`src/hdl/slug_pkg.sv`:
```
// shared types, constants and helper functions of the slug stream normalizer
package slug_pkg;

	localparam logic [7:0] LEAD_BYTE     = 8'hC3;
	localparam logic [7:0] UML_A_LOWER   = 8'hA4;
	localparam logic [7:0] UML_A_UPPER   = 8'h84;
	localparam logic [7:0] UML_O_LOWER   = 8'hB6;
	localparam logic [7:0] UML_O_UPPER   = 8'h96;
	localparam logic [7:0] UML_U_LOWER   = 8'hBC;
	localparam logic [7:0] UML_U_UPPER   = 8'h9C;
	localparam logic [7:0] SHARP_S       = 8'h9F;
	localparam logic [7:0] CHAR_HYPHEN   = 8'h2D;
	localparam logic [7:0] CHAR_A        = 8'h61;
	localparam logic [7:0] CHAR_E        = 8'h65;
	localparam logic [7:0] CHAR_O        = 8'h6F;
	localparam logic [7:0] CHAR_U        = 8'h75;
	localparam logic [7:0] CHAR_S        = 8'h73;
	localparam logic [7:0] CASE_OFFSET   = 8'h20;
	localparam logic [7:0] MAX_LEN_RESET = 8'd60;

	localparam int FIFO_DEPTH = 4;
	localparam int FIFO_AW    = $clog2(FIFO_DEPTH);

	localparam int FALLBACK_LEN = 8;
	localparam int FB_IW        = $clog2(FALLBACK_LEN);

	// slug bytes and end handling for one accepted request
	typedef struct packed {
		logic [1:0]      n_bytes;
		logic [2:0][7:0] bytes;
		logic            fin;
		logic            untitled;
		logic            close_mark;
	} cmd_t;

	// running slug state plus bytes gathered in the current request
	typedef struct packed {
		logic            lp;
		logic            sp;
		logic [7:0]      cnt;
		logic            lim;
		logic [1:0]      n;
		logic [2:0][7:0] b;
	} work_t;

	function automatic logic [7:0] fallback_char(logic [FB_IW-1:0] idx);
		logic [7:0] c;
		case (idx)
			3'd0: c = 8'h75;
			3'd1: c = 8'h6E;
			3'd2: c = 8'h74;
			3'd3: c = 8'h69;
			3'd4: c = 8'h74;
			3'd5: c = 8'h6C;
			3'd6: c = 8'h65;
			3'd7: c = 8'h64;
			default: c = 8'h00;
		endcase
		return c;
	endfunction

	// first letter in high byte, second in low byte, zero if no umlaut
	function automatic logic [15:0] umlaut_pair(logic [7:0] b);
		logic [15:0] r;
		case (b)
			UML_A_LOWER, UML_A_UPPER: r = {CHAR_A, CHAR_E};
			UML_O_LOWER, UML_O_UPPER: r = {CHAR_O, CHAR_E};
			UML_U_LOWER, UML_U_UPPER: r = {CHAR_U, CHAR_E};
			SHARP_S:                  r = {CHAR_S, CHAR_S};
			default:                  r = 16'h0000;
		endcase
		return r;
	endfunction

endpackage

```
`src/hdl/slug_front.sv`:
```
// front end: accepts title bytes, tracks slug state and builds output commands
module slug_front (
	input  logic                 clk,
	input  logic                 arst_n,
	input  logic                 cfg_wr_en,
	input  logic [7:0]           cfg_wr_data,
	input  logic                 in_fire,
	input  logic [7:0]           in_byte,
	input  logic                 in_flag,
	input  logic                 in_end,
	output logic                 push,
	output slug_pkg::cmd_t       cmd
);

	logic [7:0]     max_len_q;
	logic           lp_q;
	logic           sp_q;
	logic [7:0]     cnt_q;
	logic           lim_q;
	slug_pkg::work_t w_c;
	logic [15:0]    pair_c;
	logic           handled_c;

	function automatic slug_pkg::work_t take_char(slug_pkg::work_t w, logic [7:0] c,
			logic [7:0] mx);
		slug_pkg::work_t r;
		r = w;
		if (!r.lim) begin
			if (r.sp && (r.cnt < mx)) begin
				r.b[r.n] = slug_pkg::CHAR_HYPHEN;
				r.n      = r.n + 2'd1;
				r.cnt    = r.cnt + 8'd1;
				r.sp     = 1'b0;
			end
			if (r.cnt >= mx) begin
				r.lim = 1'b1;
			end else begin
				r.b[r.n] = c;
				r.n      = r.n + 2'd1;
				r.cnt    = r.cnt + 8'd1;
			end
		end
		return r;
	endfunction

	function automatic slug_pkg::work_t take_sep(slug_pkg::work_t w);
		slug_pkg::work_t r;
		r = w;
		if (!r.lim) begin
			r.sp = (r.cnt != 8'd0);
		end
		return r;
	endfunction

	assign pair_c = slug_pkg::umlaut_pair(in_byte);

	always_comb begin
		w_c       = '{lp: lp_q, sp: sp_q, cnt: cnt_q, lim: lim_q, n: 2'd0, b: '0};
		handled_c = 1'b0;
		if (in_flag) begin
			if (w_c.lp) begin
				w_c.lp = 1'b0;
				if (pair_c[15:8] != 8'd0) begin
					w_c       = take_char(w_c, pair_c[15:8], max_len_q);
					w_c       = take_char(w_c, pair_c[7:0], max_len_q);
					handled_c = 1'b1;
				end else begin
					w_c = take_sep(w_c);
				end
			end
			if (!handled_c) begin
				if (in_byte == slug_pkg::LEAD_BYTE) begin
					w_c.lp = 1'b1;
				end else if (in_byte inside {[8'h41:8'h5A]}) begin
					w_c = take_char(w_c, in_byte + slug_pkg::CASE_OFFSET, max_len_q);
				end else if (in_byte inside {[8'h61:8'h7A], [8'h30:8'h39]}) begin
					w_c = take_char(w_c, in_byte, max_len_q);
				end else begin
					w_c = take_sep(w_c);
				end
			end
		end
		if (in_end && w_c.lp) begin
			w_c.lp = 1'b0;
			w_c    = take_sep(w_c);
		end
	end

	always_comb begin
		cmd.n_bytes    = w_c.n;
		cmd.bytes      = w_c.b;
		cmd.fin        = in_end;
		cmd.untitled   = in_end && (w_c.cnt == 8'd0);
		cmd.close_mark = in_end && (w_c.cnt != 8'd0) && (w_c.n == 2'd0);
		push           = in_fire && ((w_c.n != 2'd0) || in_end);
	end

	always_ff @(posedge clk or negedge arst_n) begin
		if (!arst_n) begin
			max_len_q <= slug_pkg::MAX_LEN_RESET;
		end else if (cfg_wr_en) begin
			max_len_q <= cfg_wr_data;
		end
	end

	always_ff @(posedge clk or negedge arst_n) begin
		if (!arst_n) begin
			lp_q  <= 1'b0;
			sp_q  <= 1'b0;
			cnt_q <= 8'd0;
			lim_q <= 1'b0;
		end else if (in_fire) begin
			if (in_end) begin
				lp_q  <= 1'b0;
				sp_q  <= 1'b0;
				cnt_q <= 8'd0;
				lim_q <= 1'b0;
			end else begin
				lp_q  <= w_c.lp;
				sp_q  <= w_c.sp;
				cnt_q <= w_c.cnt;
				lim_q <= w_c.lim;
			end
		end
	end

endmodule

```
`src/hdl/slug_fifo.sv`:
```
// small command queue between front and back end
module slug_fifo (
	input  logic           clk,
	input  logic           arst_n,
	input  logic           wr_en,
	input  slug_pkg::cmd_t wr_data,
	input  logic           rd_en,
	output slug_pkg::cmd_t rd_data,
	output logic           empty,
	output logic           full
);

	slug_pkg::cmd_t                 mem_q [slug_pkg::FIFO_DEPTH];
	logic [slug_pkg::FIFO_AW-1:0]   wr_ptr_q;
	logic [slug_pkg::FIFO_AW-1:0]   rd_ptr_q;
	logic [slug_pkg::FIFO_AW:0]     count_q;
	logic                           do_wr;
	logic                           do_rd;

	assign empty   = (count_q == '0);
	assign full    = (count_q == (slug_pkg::FIFO_AW+1)'(slug_pkg::FIFO_DEPTH));
	assign do_wr   = wr_en && !full;
	assign do_rd   = rd_en && !empty;
	assign rd_data = mem_q[rd_ptr_q];

	always_ff @(posedge clk) begin
		if (do_wr) begin
			mem_q[wr_ptr_q] <= wr_data;
		end
	end

	always_ff @(posedge clk or negedge arst_n) begin
		if (!arst_n) begin
			wr_ptr_q <= '0;
			rd_ptr_q <= '0;
			count_q  <= '0;
		end else begin
			if (do_wr) begin
				wr_ptr_q <= wr_ptr_q + (slug_pkg::FIFO_AW)'(1);
			end
			if (do_rd) begin
				rd_ptr_q <= rd_ptr_q + (slug_pkg::FIFO_AW)'(1);
			end
			if (do_wr && !do_rd) begin
				count_q <= count_q + (slug_pkg::FIFO_AW+1)'(1);
			end else if (do_rd && !do_wr) begin
				count_q <= count_q - (slug_pkg::FIFO_AW+1)'(1);
			end
		end
	end

endmodule

```
`src/hdl/slug_back.sv`:
```
// back end: expands queued commands into slug bytes, one per cycle while the output is taken
module slug_back (
	input  logic           clk,
	input  logic           arst_n,
	input  slug_pkg::cmd_t cmd,
	input  logic           cmd_avail,
	output logic           pop,
	output logic           m_axis_tvalid,
	input  logic           m_axis_tready,
	output logic [7:0]     m_axis_tdata,
	output logic           m_axis_tuser,
	output logic           m_axis_tlast
);

	logic [2:0] idx_q;
	logic [3:0] total_c;
	logic       step_c;
	logic       at_end_c;
	logic [7:0] byte_c;
	logic       flag_c;
	logic       last_c;
	logic       vld_q;
	logic [7:0] byte_q;
	logic       flag_q;
	logic       last_q;

	always_comb begin
		if (cmd.untitled) begin
			total_c = 4'(slug_pkg::FALLBACK_LEN);
		end else begin
			total_c = {2'b00, cmd.n_bytes} + {3'b000, cmd.close_mark};
		end
		at_end_c = ({1'b0, idx_q} == total_c - 4'd1);
		step_c   = cmd_avail && (!vld_q || m_axis_tready);
		pop      = step_c && at_end_c;
		if (cmd.untitled) begin
			byte_c = slug_pkg::fallback_char(idx_q);
			flag_c = 1'b1;
			last_c = at_end_c;
		end else if ({1'b0, idx_q} < {2'b00, cmd.n_bytes}) begin
			byte_c = cmd.bytes[idx_q[1:0]];
			flag_c = 1'b1;
			last_c = cmd.fin && at_end_c;
		end else begin
			byte_c = 8'd0;
			flag_c = 1'b0;
			last_c = 1'b1;
		end
	end

	always_ff @(posedge clk or negedge arst_n) begin
		if (!arst_n) begin
			idx_q <= '0;
			vld_q <= 1'b0;
		end else begin
			if (step_c) begin
				idx_q <= at_end_c ? 3'd0 : idx_q + 3'd1;
				vld_q <= 1'b1;
			end else if (m_axis_tready) begin
				vld_q <= 1'b0;
			end
		end
	end

	always_ff @(posedge clk) begin
		if (step_c) begin
			byte_q <= byte_c;
			flag_q <= flag_c;
			last_q <= last_c;
		end
	end

	assign m_axis_tvalid = vld_q;
	assign m_axis_tdata  = byte_q;
	assign m_axis_tuser  = flag_q;
	assign m_axis_tlast  = last_q;

endmodule

```
`src/hdl/slug_stream_normalizer.sv`:
```
// top level of the slug stream normalizer
// Turns a title, one byte per request, into a URL slug. The input side takes
// one request per cycle while the four-entry command queue has room; each byte
// becomes zero to three slug bytes (hyphen plus umlaut pair), an end marker may
// add a closing marker, and an empty slug becomes the eight bytes of untitled.
// The output register sends one slug byte per cycle while the receiver is
// ready, so the sustained rate is set by how many slug bytes each request
// yields. The input stalls only while the queue is full. The first slug byte
// of a request passes through the command queue and then the output register.
// The user must write the slug length limit through cfg_wr_en only while no
// title is in flight; the block itself does not enforce this.
module slug_stream_normalizer (
	input  logic       clk,
	input  logic       arst_n,
	input  logic       cfg_wr_en,
	input  logic [7:0] cfg_wr_data,
	input  logic       s_axis_tvalid,
	output logic       s_axis_tready,
	input  logic [7:0] s_axis_tdata,  // byte_value
	input  logic       s_axis_tuser,  // in_valid
	input  logic       s_axis_tlast,
	output logic       m_axis_tvalid,
	input  logic       m_axis_tready,
	output logic [7:0] m_axis_tdata,  // out_byte
	output logic       m_axis_tuser,  // out_valid
	output logic       m_axis_tlast
);

	logic           fifo_full;
	logic           fifo_empty;
	logic           push;
	logic           pop;
	logic           in_fire;
	slug_pkg::cmd_t wr_cmd;
	slug_pkg::cmd_t rd_cmd;

	assign s_axis_tready = !fifo_full;
	assign in_fire       = s_axis_tvalid && !fifo_full;

	slug_front u_front (
		.clk         (clk),
		.arst_n      (arst_n),
		.cfg_wr_en   (cfg_wr_en),
		.cfg_wr_data (cfg_wr_data),
		.in_fire     (in_fire),
		.in_byte     (s_axis_tdata),
		.in_flag     (s_axis_tuser),
		.in_end      (s_axis_tlast),
		.push        (push),
		.cmd         (wr_cmd)
	);

	slug_fifo u_fifo (
		.clk     (clk),
		.arst_n  (arst_n),
		.wr_en   (push),
		.wr_data (wr_cmd),
		.rd_en   (pop),
		.rd_data (rd_cmd),
		.empty   (fifo_empty),
		.full    (fifo_full)
	);

	slug_back u_back (
		.clk           (clk),
		.arst_n        (arst_n),
		.cmd           (rd_cmd),
		.cmd_avail     (!fifo_empty),
		.pop           (pop),
		.m_axis_tvalid (m_axis_tvalid),
		.m_axis_tready (m_axis_tready),
		.m_axis_tdata  (m_axis_tdata),
		.m_axis_tuser  (m_axis_tuser),
		.m_axis_tlast  (m_axis_tlast)
	);

endmodule

```
`config.mk`:
```
export PLATFORM = sky130hd
export DESIGN_NAME = slug_stream_normalizer
export DESIGN_NICKNAME = d
export VERILOG_FILES = /design/src/hdl/slug_pkg.sv /design/src/hdl/slug_front.sv /design/src/hdl/slug_fifo.sv /design/src/hdl/slug_back.sv /design/src/hdl/slug_stream_normalizer.sv
export SDC_FILE = /design/constraint.sdc
export NUM_CORES = 1
export LEC_CHECK = 0
export BUFFER_PORTS_ARGS = -buffer_cell sky130_fd_sc_hd__buf_4
export CAP_MARGIN = 20
export CORE_AREA = 10 10 125 156
export CTS_CLUSTER_SIZE = 16
export DETAILED_ROUTE_END_ITERATION = 8
export DIE_AREA = 0 0 135 166
export GPL_TIMING_DRIVEN = 1
export PLACE_DENSITY = 0.89
export SYNTH_ARGS = -nofsm -noshare
export SYNTH_HDL_FRONTEND = slang
export SYNTH_SLANG_ARGS = --single-unit
```
`constraint.sdc`:
```
create_clock -name clk -period 33.2 [get_ports clk]
set_input_delay 0 -clock clk [delete_from_list [all_inputs] [get_ports clk]]
set_output_delay 0 -clock clk [all_outputs]
set_load 0.1 [all_outputs]
```
==> flow_metrics.tcl, run 1 <==
set metrics [dict create \
    synth-seq-area-share 0.4068 \
    critical_path_class "reg -> reg" \
    rsz0062_at_grt "false" \
    start_util 0.6758 \
    finClkSkew_ps 12.68 \
    synthDistinctLibCells 103 \
    synth_fp_nets 1188 \
    synth_area_per_cell_um2 10.31 \
    synthesis.area_um2 11160 \
    drive_gt1_frac 0.1547 \
    cts_tree "built" \
    yosys.area_share.simple 0.1540 \
    cts.htree.levels 4 \
    yosys_most_used_dff "edfxtp_1" \
    cp.required_ps 33550 \
    synth_area_leaders "edfxtp_1 (34%), ha_1 (9.2%), mux4_2 (5.9%), dfrtp_1 (5.8%), nand2_1 (3.3%)" \
    ys_ff_latch 156 \
    synth_edf_count 126 \
    placed_cells 1297 \
    critPathLaunchType "flip-flop" \
    synth_top_family_by_area "compound AO/OA/AOI/OAI gates" \
    crit-reg2reg-capture "u_fifo.count_q[2]" \
    ios 35 \
    drc 0 \
    synthArstFlopShare 0.1923 \
    grt_util_met1 0.3270 \
    grt_max_degree 32 \
    grt.met2_usage 0.5017 \
    hold_violations 0 \
    dp_slack_ps 17470 \
    diodes 0 \
    crit_path_top_delay_cell "o32a_1" \
    cpMostUsedCell "a21o_1" \
    yosys-top-cells-count "edfxtp_1 (126), nand2_1 (99), ha_1 (82)" \
    fin_util 0.7555 \
    drtPass1Iterations 7 \
    first_iter_violations 1001 \
    dieArea_um2 22410 \
    antenna_found_initial 0 \
    clk_latency_ps 420 \
    vdd_drop_max_mv 0.03999 \
    die_w_um 135 \
    drv_cap 0 \
    cp-end-kind "flip-flop" \
    synthMuxAreaShare 0.08242 \
    core_um2 16510 \
    clock_tree.root_cell "clkbuf_16" \
    rrSetupSlack_ps 16930 \
    max_freq_ghz 0.06148 \
    io_buffer_count 34 \
    synth_top_cell_by_area "edfxtp_1" \
    synth_warnings 0 \
    viasPerCell 6.924 \
    syn_to_final_growth_pct 11.80 \
    row_count 53 \
    cts.sinks 156 \
    r2r-start "u_front.max_len_q[4]" \
    grt_pass1_vias 9377 \
    synth_fa_ha_area_frac 0.09374 \
    design_area_um2 12470 \
    cts_made_buffers 17 \
    period_minus_slack_ps 16270 \
    dr_total_vias 9403 \
    cts.path.max_buffers 2 \
    drv_slew 0 \
    synth_most_common_cell "edfxtp_1" \
    synth-xor-area-share 0.05438 \
    wl_um 33140 \
    fin_hold_ws_ps 44.32 \
    path_clk_slew_ps 70 \
    powerDensity_nw_per_um2 73.89 \
    design_power_total_mw 0.9217 \
    nets 1231 \
    reg2regPathDepth 68 \
    grtUsageTotal 0.2966 \
    post_cts_buffers 0 \
    report.final.setup_viol 0 \
    tightestPinTransition_ps 1112 \
    fin_crit_sh 0.4899 \
    hpwl_um 22610 \
    setup-tns-final_ps 0 \
    worstPathArrival_ps 16610 \
    synth_cells 1082 \
    yosysTopAreaCellShare 0.3391 \
    setup_ws_ps 16930 \
    use_met3 0.04419 \
    cp_max_fo 21 \
    die_y_um 166 \
    outcome "completed" \
    fin_cells 1358 \
    busiest_layer "met2" \
    placed_cell_area_um2 11570 \
    grt-ovfl-total 0 \
    grt_pass1_wl_um 51940 \
    hp-class "in -> async" \
    leakagePower_nw 5.003 \
    drt.antenna.violating_nets 0 \
    slew_headroom 0.2589 \
    max_stage_delay_ps 530 \
    synth-compound-area-share 0.1688 \
    post_drt_wl_per_cell_um 24.40 \
    finalWeightedCongestion 1.037 \
]
-- worst max-delay path by stage --
stage / start / end / slack, ps / cells past startpoint
finish: u_front.max_len_q[4] / u_fifo.count_q[2] / 16930 / 68
global route: u_front.max_len_q[4] / u_fifo.count_q[2] / 16010 / 68
CTS: u_front.max_len_q[4] / u_fifo.count_q[2] / 17340 / 68
detailed placement: u_front.max_len_q[4] / u_fifo.count_q[2] / 17470 / 68
global placement: u_front.max_len_q[4] / u_fifo.count_q[2] / 17900 / 68
floorplan: u_front.max_len_q[4] / u_fifo.count_q[2] / 18800 / 69
-- worst max-delay path, delay by kind of cell, from the launching register on --
family                   cells  cell delay [ps]
adder cells (fa/ha/maj)      8             2550
AO/OA/AOI/OAI               28             6280
flip-flops                   1              520
multiplexers                 1              230
buffers and inverters       10             1920
AND/OR/NAND/NOR             13             2840
XOR/XNOR                     8             1800
-- state kept, by name, indices dropped and copies added (netlist names) --
| name | count |
|---|---|
| u_back.idx_q | 3 |
| u_back.m_axis_tdata | 8 |
| u_back.m_axis_tlast | 1 |
| u_back.m_axis_tuser | 1 |
| u_back.m_axis_tvalid | 1 |
| u_fifo.count_q | 3 |
| u_fifo.mem_q | 116 |
| u_fifo.rd_ptr_q | 2 |
| u_fifo.wr_ptr_q | 2 |
| u_front.cnt_q | 8 |
| u_front.lim_q | 1 |
| u_front.lp_q | 1 |
| u_front.max_len_q | 8 |
| u_front.sp_q | 1 |
-- kinds of logic after synthesis --
group	Yosys count
flip-flops	156
AO/OA/AOI/OAI	278
adder cells (fa/ha/maj)	83
AND/OR/NAND/NOR	337
multiplexers	53
buffers and inverters	113
XOR/XNOR	62
-- cell usage in the layout (no fill, tap or decap), types with 15 or more instances in the layout --
cell,Yosys,routed
clkbuf_16,0,17
xor2_1,15,15
o22ai_1,15,15
mux4_2,29,29
mux2i_1,17,17
buf_4,1,47
inv_1,50,50
dlygate4sd3_1,0,28
a21o_1,19,19
dfrtp_1,26,25
nand2_1,99,99
a21oi_1,73,73
nand3_1,36,36
o21ai_0,68,68
and2_1,17,17
xnor2_1,40,40
nor2_1,72,72
edfxtp_1,126,126
nor3_1,23,23
ha_1,82,82
-- where the power goes --
group | internal, mW | switching [mW]
Clock | 0.119 | 0.0798
Combinational | 0.156 | 0.287
Sequential | 0.254 | 0.0254
Total | 0.529 | 0.393
-- area by class of cell --
type / instances / area [µm²]
fill: 1086 / 4038
sequential: 156 / 4541
multi-input combinational: 813 / 6173
clock inverter: 13 / 166.4
timing repair buffer: 76 / 653.1
clock buffer: 19 / 432.9
tap: 220 / 275.3
inverter: 61 / 232.7
-- layer usage --
metal	up-vias	wire (µm)
met5	-	0
met4	0	2662
met2	603	16660
met1	4492	11470
li1	4133	-
met3	175	2343
-- what timing repair did --
item | CTS | global route
resized for setup | 0 | 0
hold buffers | 28 | 0
hold endpoints to repair | 46 | 0
(Power assumes the default switching activity.)
==> run 2: changes to the inputs <==
--- a/config.mk
+++ b/config.mk
@@ -5,14 +5,15 @@
 export SDC_FILE = /design/constraint.sdc
 export NUM_CORES = 1
 export LEC_CHECK = 0
+export ABC_AREA = 1
 export BUFFER_PORTS_ARGS = -buffer_cell sky130_fd_sc_hd__buf_4
 export CAP_MARGIN = 20
-export CORE_AREA = 10 10 125 156
+export CORE_AREA = 10 10 135 168
 export CTS_CLUSTER_SIZE = 16
 export DETAILED_ROUTE_END_ITERATION = 8
-export DIE_AREA = 0 0 135 166
+export DIE_AREA = 0 0 145 178
 export GPL_TIMING_DRIVEN = 1
-export PLACE_DENSITY = 0.89
+export PLACE_DENSITY = 0.8
 export SYNTH_ARGS = -nofsm -noshare
 export SYNTH_HDL_FRONTEND = slang
 export SYNTH_SLANG_ARGS = --single-unit
==> constraint.sdc (replaced) <==
create_clock -name clk -period 14.3 [get_ports clk]
set_input_delay 0 -clock clk [delete_from_list [all_inputs] [get_ports clk]]
set_output_delay 0 -clock clk [all_outputs]
set_load 0.1 [all_outputs]
==> flow_metrics.tcl, run 2 <==
set metrics [dict create \
    ys_ff_latch 156 \
    antenna_found_initial 0 \
    synth_area_leaders "edfxtp_1 (34%), ha_1 (9.2%), nand2_1 (8.7%), dfrtp_1 (5.9%), o21ai_0 (5.8%)" \
    wl_um 31860 \
    fin_crit_sh 0.9112 \
    start_util 0.5749 \
    leakagePower_nw 5.431 \
    cts_tree "built" \
    post_drt_wl_per_cell_um 18.99 \
    powerDensity_nw_per_um2 231.4 \
    grt-ovfl-total 0 \
    clkPwrFrac 0.157 \
    largest_reg_flops 116 \
    die_y_um 178 \
    ios 35 \
    drv_slew 0 \
    max_stage_delay_ps 670 \
    fin_cells 1678 \
    rrSetupSlack_ps 1270 \
    synthesis.area_um2 11110 \
    grtUsageTotal 0.2458 \
    synthArstFlopShare 0.1923 \
    critPathLaunchType "flip-flop" \
    tightestPinTransition_ps 1166 \
    diodes 0 \
    cpMostUsedCell "nand2_1" \
    regMostFlops "u_fifo.mem_q" \
    drive_gt1_frac 0.1323 \
    report.final.setup_viol 0 \
    cts.htree.levels 4 \
    cp.required_ps 14620 \
    period_minus_slack_ps 13030 \
    n_fill_cell 1615 \
    cts_made_buffers 17 \
    synthDistinctLibCells 58 \
    viasPerCell 5.863 \
    synth_top_cell_by_area "edfxtp_1" \
    finalWeightedCongestion 1.048 \
    crit_path_top_delay_cell "a211oi_1" \
    pwr-share-seq 0.241 \
    final_common_cell "nand2_1" \
    hold_violations 0 \
    worstPathArrival_ps 13350 \
    dieArea_um2 25810 \
    p_switching_mw 1.480 \
    outcome "completed" \
    synth_warnings 0 \
    cts.path.max_buffers 2 \
    cp_max_fo 12 \
    critical_path_class "reg -> reg" \
    grt_pass1_wl_um 51200 \
    hpwl_um 22840 \
    final_cell_mix "nand2_1 (259), inv_1 (158), o21ai_0 (129)" \
    drv_cap 0 \
    die_w_um 145 \
    synth_fp_nets 1459 \
    grt_pass1_vias 9863 \
    yosys_most_used_dff "edfxtp_1" \
    synth_edf_count 126 \
    p_int_mw 1.398 \
    clock_tree.root_cell "clkbuf_16" \
    first_iter_violations 1066 \
    setup-tns-final_ps 0 \
    vdd_drop_max_mv 0.1625 \
    synth_cells 1353 \
    placed_cells 1619 \
    path_clk_slew_ps 70 \
    row_count 57 \
    rsz0062_at_grt "false" \
    synth_most_common_cell "nand2_1" \
    yosysTopAreaCellShare 0.3405 \
    cp-end-kind "flip-flop" \
    core_um2 19330 \
    switching_share 0.5143 \
    io_buffer_count 34 \
    post_cts_buffers 0 \
    slew_headroom 0.2158 \
    clk_latency_ps 430 \
    finClkSkew_ps 13.90 \
    dr_total_vias 9838 \
    cts.sinks 156 \
    hp-class "in -> reg" \
    synth-seq-area-share 0.4085 \
    nets 1506 \
    synth_area_per_cell_um2 8.213 \
    grt_max_degree 60 \
    max_freq_ghz 0.07675 \
    drc 0 \
    drtPass1Iterations 5 \
    comb_power_share 0.602 \
    yosys-top-cells-count "nand2_1 (259), inv_1 (158), o21ai_0 (129)" \
    drt.antenna.violating_nets 0 \
    syn_to_final_growth_pct 11.95 \
]
[run 2: changes by cell type after synthesis, moves of 19 or more]
cell,change
mux4_2,-29
inv_1,+108
a21o_1,-19
o21ai_0,+61
nor2_1,+51
nand4_1,+19
nand3_1,+41
nand2_1,+160
xnor2_1,-30
nand2_2,+28
[run 2: kinds of logic (layout without fill, tap and decap cells)]
logic type                 count (synthesis)  count (layout)  share of synthesized area
buffers and inverters                    228             288                    0.08186
AOI/OAI and AO/OA                        289             289                     0.1563
DFF                                      156             156                     0.4085
and+or+nand+nor                          568             568                     0.2348
xor gates and xnor gates                  28              28                    0.02342
muxes                                      1               1                   0.001013
adders and majority gates                 83              83                    0.09413
[run 2: final timing paths]
path                                      start                    to  depth (start not counted)
max in group asynchronous                arst_n  u_front.max_len_q[4]                          2
setup / recovery           u_front.max_len_q[7]     u_fifo.count_q[1]                         72
hold reg to reg               u_fifo.count_q[0]     u_fifo.count_q[0]                          1
setup reg to reg           u_front.max_len_q[7]     u_fifo.count_q[1]                         72
min in group asynchronous                arst_n  u_front.max_len_q[0]                          2
hold / removal                    s_axis_tvalid      u_front.cnt_q[4]                          5
[run 2: critical path: cells and delay by family, from the launching register on]
family	cells	cell delay, ps
AOI/OAI and AO/OA	14	2690
buffers and inverters	11	1750
xor gates and xnor gates	1	190
and+or+nand+nor	38	5490
DFF	1	370
adders and majority gates	8	2390
[run 2: layout make-up]
type / count / area [µm²] / share of cell area
clock inverters: 15 / 161.4 / 0.01298
inverters: 186 / 704.4 / 0.05663
repair buffers: 70 / 593.1 / 0.04768
clock buffers: 17 / 425.4 / 0.03420
well taps: 265 / 331.6 / 0.02665
multi-input cells: 969 / 5684 / 0.4570
flip-flops and latches: 156 / 4539 / 0.3649
[run 2: repair_timing]
item                                   CTS  global route
gates resized for setup                  0             1
setup endpoints to repair                0             2
hold buffers                            27             0
endpoints found under the hold margin   46             0
[run 2: power groups by stage]
stage | clock network, mW | logic (mW) | registers, mW
after global routing | 0.473 | 1.94 | 0.703
after CTS | 0.453 | 1.71 | 0.691
after global placement | 0 | 1.67 | 0.696
final | 0.452 | 1.73 | 0.694
after floorplan | 0 | 1.20 | 0.778
after detailed placement | 0 | 1.70 | 0.699
[run 2: through the flow]
stage	total power [mW]	hold slack, ps	area [µm²]	worst slack, ps	util
detailed placement	2.396	-44.38	11580	1274	0.5990
floorplan	1.977	-295.6	11110	2858	-
global placement	2.370	-43.31	11580	1521	0.5990
CTS	2.857	26.82	12430	1251	0.6434
finish	2.878	28.81	12440	1270	0.6436
global route	3.112	54.04	12440	231.0	0.6436
[run 2: per-layer routing]
| layer | global-route usage | vias up | wire, µm |
|---|---|---|---|
| met2 | 0.4534 | 420 | 16540 |
| met3 | 0.03726 | 107 | 1957 |
| met1 | 0.2594 | 4572 | 11610 |
| met5 | 0 | - | 0 |
| met4 | 0.1526 | 0 | 1755 |
| li1 | - | 4739 | - |
==> run 3: changes to the inputs <==
--- a/config.mk
+++ b/config.mk
@@ -13,6 +13,7 @@
 export DETAILED_ROUTE_END_ITERATION = 8
 export DIE_AREA = 0 0 145 178
 export GPL_TIMING_DRIVEN = 1
+export HOLD_SLACK_MARGIN = 0.12
 export PLACE_DENSITY = 0.8
 export SYNTH_ARGS = -nofsm -noshare
 export SYNTH_HDL_FRONTEND = slang
==> flow_metrics.tcl, run 3 (same netlist as run 2, synthesis figures left out) <==
set metrics [dict create \
    clk_latency_ps 440 \
    drc 0 \
    cp.required_ps 14620 \
    largest_reg_flops 116 \
    grt_pass1_vias 9944 \
    fin_util 0.6462 \
    hp-class "in -> reg" \
    antenna_found_initial 0 \
    drtPass1Iterations 6 \
    crit-reg2reg-capture "u_fifo.count_q[1]" \
    rrSetupSlack_ps 1220 \
    cp-end-kind "flip-flop" \
    post_drt_wl_per_cell_um 19.00 \
    cts_made_buffers 17 \
    finClkSkew_ps 15.23 \
    n_fill_cell 1606 \
    powerDensity_nw_per_um2 230.6 \
    regMostFlops "u_fifo.mem_q" \
    diodes 0 \
    placed_cells 1619 \
    cts.htree.levels 4 \
    tightestPinTransition_ps 1136 \
    nets 1510 \
    worstPathArrival_ps 13400 \
    report.final.setup_viol 0 \
    p_int_mw 1.399 \
    grt_max_degree 60 \
    die_w_um 145 \
    design_power_total_mw 2.880 \
    rsz0062_at_grt "false" \
    viasPerCell 5.918 \
    core_um2 19330 \
    holdPathEnd "u_fifo.mem_q[0][15]" \
    start_util 0.5749 \
    final_common_cell "nand2_1" \
    post_cts_buffers 0 \
    clkPwrFrac 0.157 \
    max_stage_delay_ps 670 \
    slew_headroom 0.2360 \
    grt-ovfl-total 0 \
    die_y_um 178 \
    setup-tns-final_ps 0 \
    drt.antenna.violating_nets 0 \
    cts.sinks 156 \
    max_freq_ghz 0.07645 \
    drv_slew 0 \
    fin_cells 1682 \
    wl_um 31960 \
    r2r-start "u_front.max_len_q[7]" \
    clock_tree.root_cell "clkbuf_16" \
    p_switching_mw 1.480 \
    cts.path.max_buffers 2 \
    hpwl_um 22840 \
    final_cell_mix "nand2_1 (259), inv_1 (158), o21ai_0 (129)" \
    finalWeightedCongestion 1.048 \
    cp_max_fo 12 \
    first_iter_violations 1106 \
    leakagePower_nw 5.453 \
    reg2regPathDepth 72 \
    grt_pass1_wl_um 51530 \
    ios 35 \
    pwr-share-seq 0.241 \
    crit_path_top_delay_cell "a211oi_1" \
    cpMostUsedCell "nand2_1" \
    fin_crit_sh 0.9147 \
    dr_total_vias 9954 \
    dieArea_um2 25810 \
    grtUsageTotal 0.2476 \
    hold_violations 0 \
    comb_power_share 0.602 \
    cts_tree "built" \
    path_clk_slew_ps 70 \
    vdd_drop_max_mv 0.1629 \
    switching_share 0.5141 \
    critPathLaunchType "flip-flop" \
    row_count 57 \
    syn_to_final_growth_pct 12.40 \
    drv_cap 0 \
    outcome "completed" \
    hold_start "s_axis_tdata[4]" \
    critical_path_class "reg -> reg" \
    drive_gt1_frac 0.1327 \
    holdPathStages 3 \
    period_minus_slack_ps 13080 \
    io_buffer_count 34 \
]
[run 3: critical path, delay by kind of cell (launching register included)]
| kind | cells | cell delay, ps |
|---|---|---|
| compound gates | 14 | 2730 |
| flops | 1 | 380 |
| buf+inv | 11 | 1720 |
| simple gates | 38 | 5520 |
| xor+xnor | 1 | 190 |
| fa+ha+maj | 8 | 2390 |
[run 3: how the worst max path moves through the flow]
stage                         start  cells after the start            endpoint
6_report       u_front.max_len_q[7]                     72   u_fifo.count_q[1]
5_1_grt        u_front.max_len_q[7]                     73   u_fifo.count_q[2]
4_1_cts        u_front.max_len_q[5]                     72   u_fifo.count_q[1]
3_5_place_dp   u_front.max_len_q[5]                     73   u_fifo.count_q[2]
3_3_place_gp   u_front.max_len_q[3]                     75   u_fifo.count_q[2]
2_1_floorplan  u_front.max_len_q[5]                     69  u_fifo.mem_q[0][0]
[run 3: per-stage QoR]
step	instance area, µm²	hold slack [ps]	worst slack (ps)
final	12490	140.9	1220
after global routing	12490	146.6	203.3
after CTS	12480	121.3	1251
after detailed placement	11580	-44.38	1274
after global placement	11580	-43.31	1521
after floorplan	11110	-295.6	2858
[run 3: per-layer routing]
| metal | vias up | part of all wire | routed length, µm | track usage |
|---|---|---|---|---|
| met3 | 116 | 0.068 | 2167 | 0.03777 |
| met1 | 4610 | 0.36 | 11400 | 0.2624 |
| li1 | 4751 | - | - | - |
| met4 | 0 | 0.055 | 1746 | 0.1436 |
| met5 | - | 0 | 0 | 0 |
| met2 | 477 | 0.52 | 16640 | 0.4596 |
[run 3: repair_timing]
item                                    4_1_cts  5_1_grt
hold buffers                                 31        0
endpoints found under the setup margin        0        2
gates resized for setup                       0        1
hold endpoints to repair                     61        0
[run 3: cell type report]
type                       instances  area (µm²)  share of cell area
clock buffer                      17       425.4             0.03406
clock inverter                    15       161.4             0.01292
inverter                         186       704.4             0.05640
multi-input combinational        969        5684              0.4551
sequential                       156        4539              0.3635
tap                              265       331.6             0.02655
timing repair buffer              74       643.1             0.05149
[run 3: power by group through the flow]
| stage | logic, mW | registers [mW] | clock network (mW) |
|---|---|---|---|
| after floorplan | 1.20 | 0.778 | 0 |
| after CTS | 1.71 | 0.691 | 0.453 |
| after detailed placement | 1.70 | 0.699 | 0 |
| final | 1.73 | 0.693 | 0.453 |
| after global placement | 1.67 | 0.696 | 0 |
| after global routing | 1.94 | 0.703 | 0.473 |
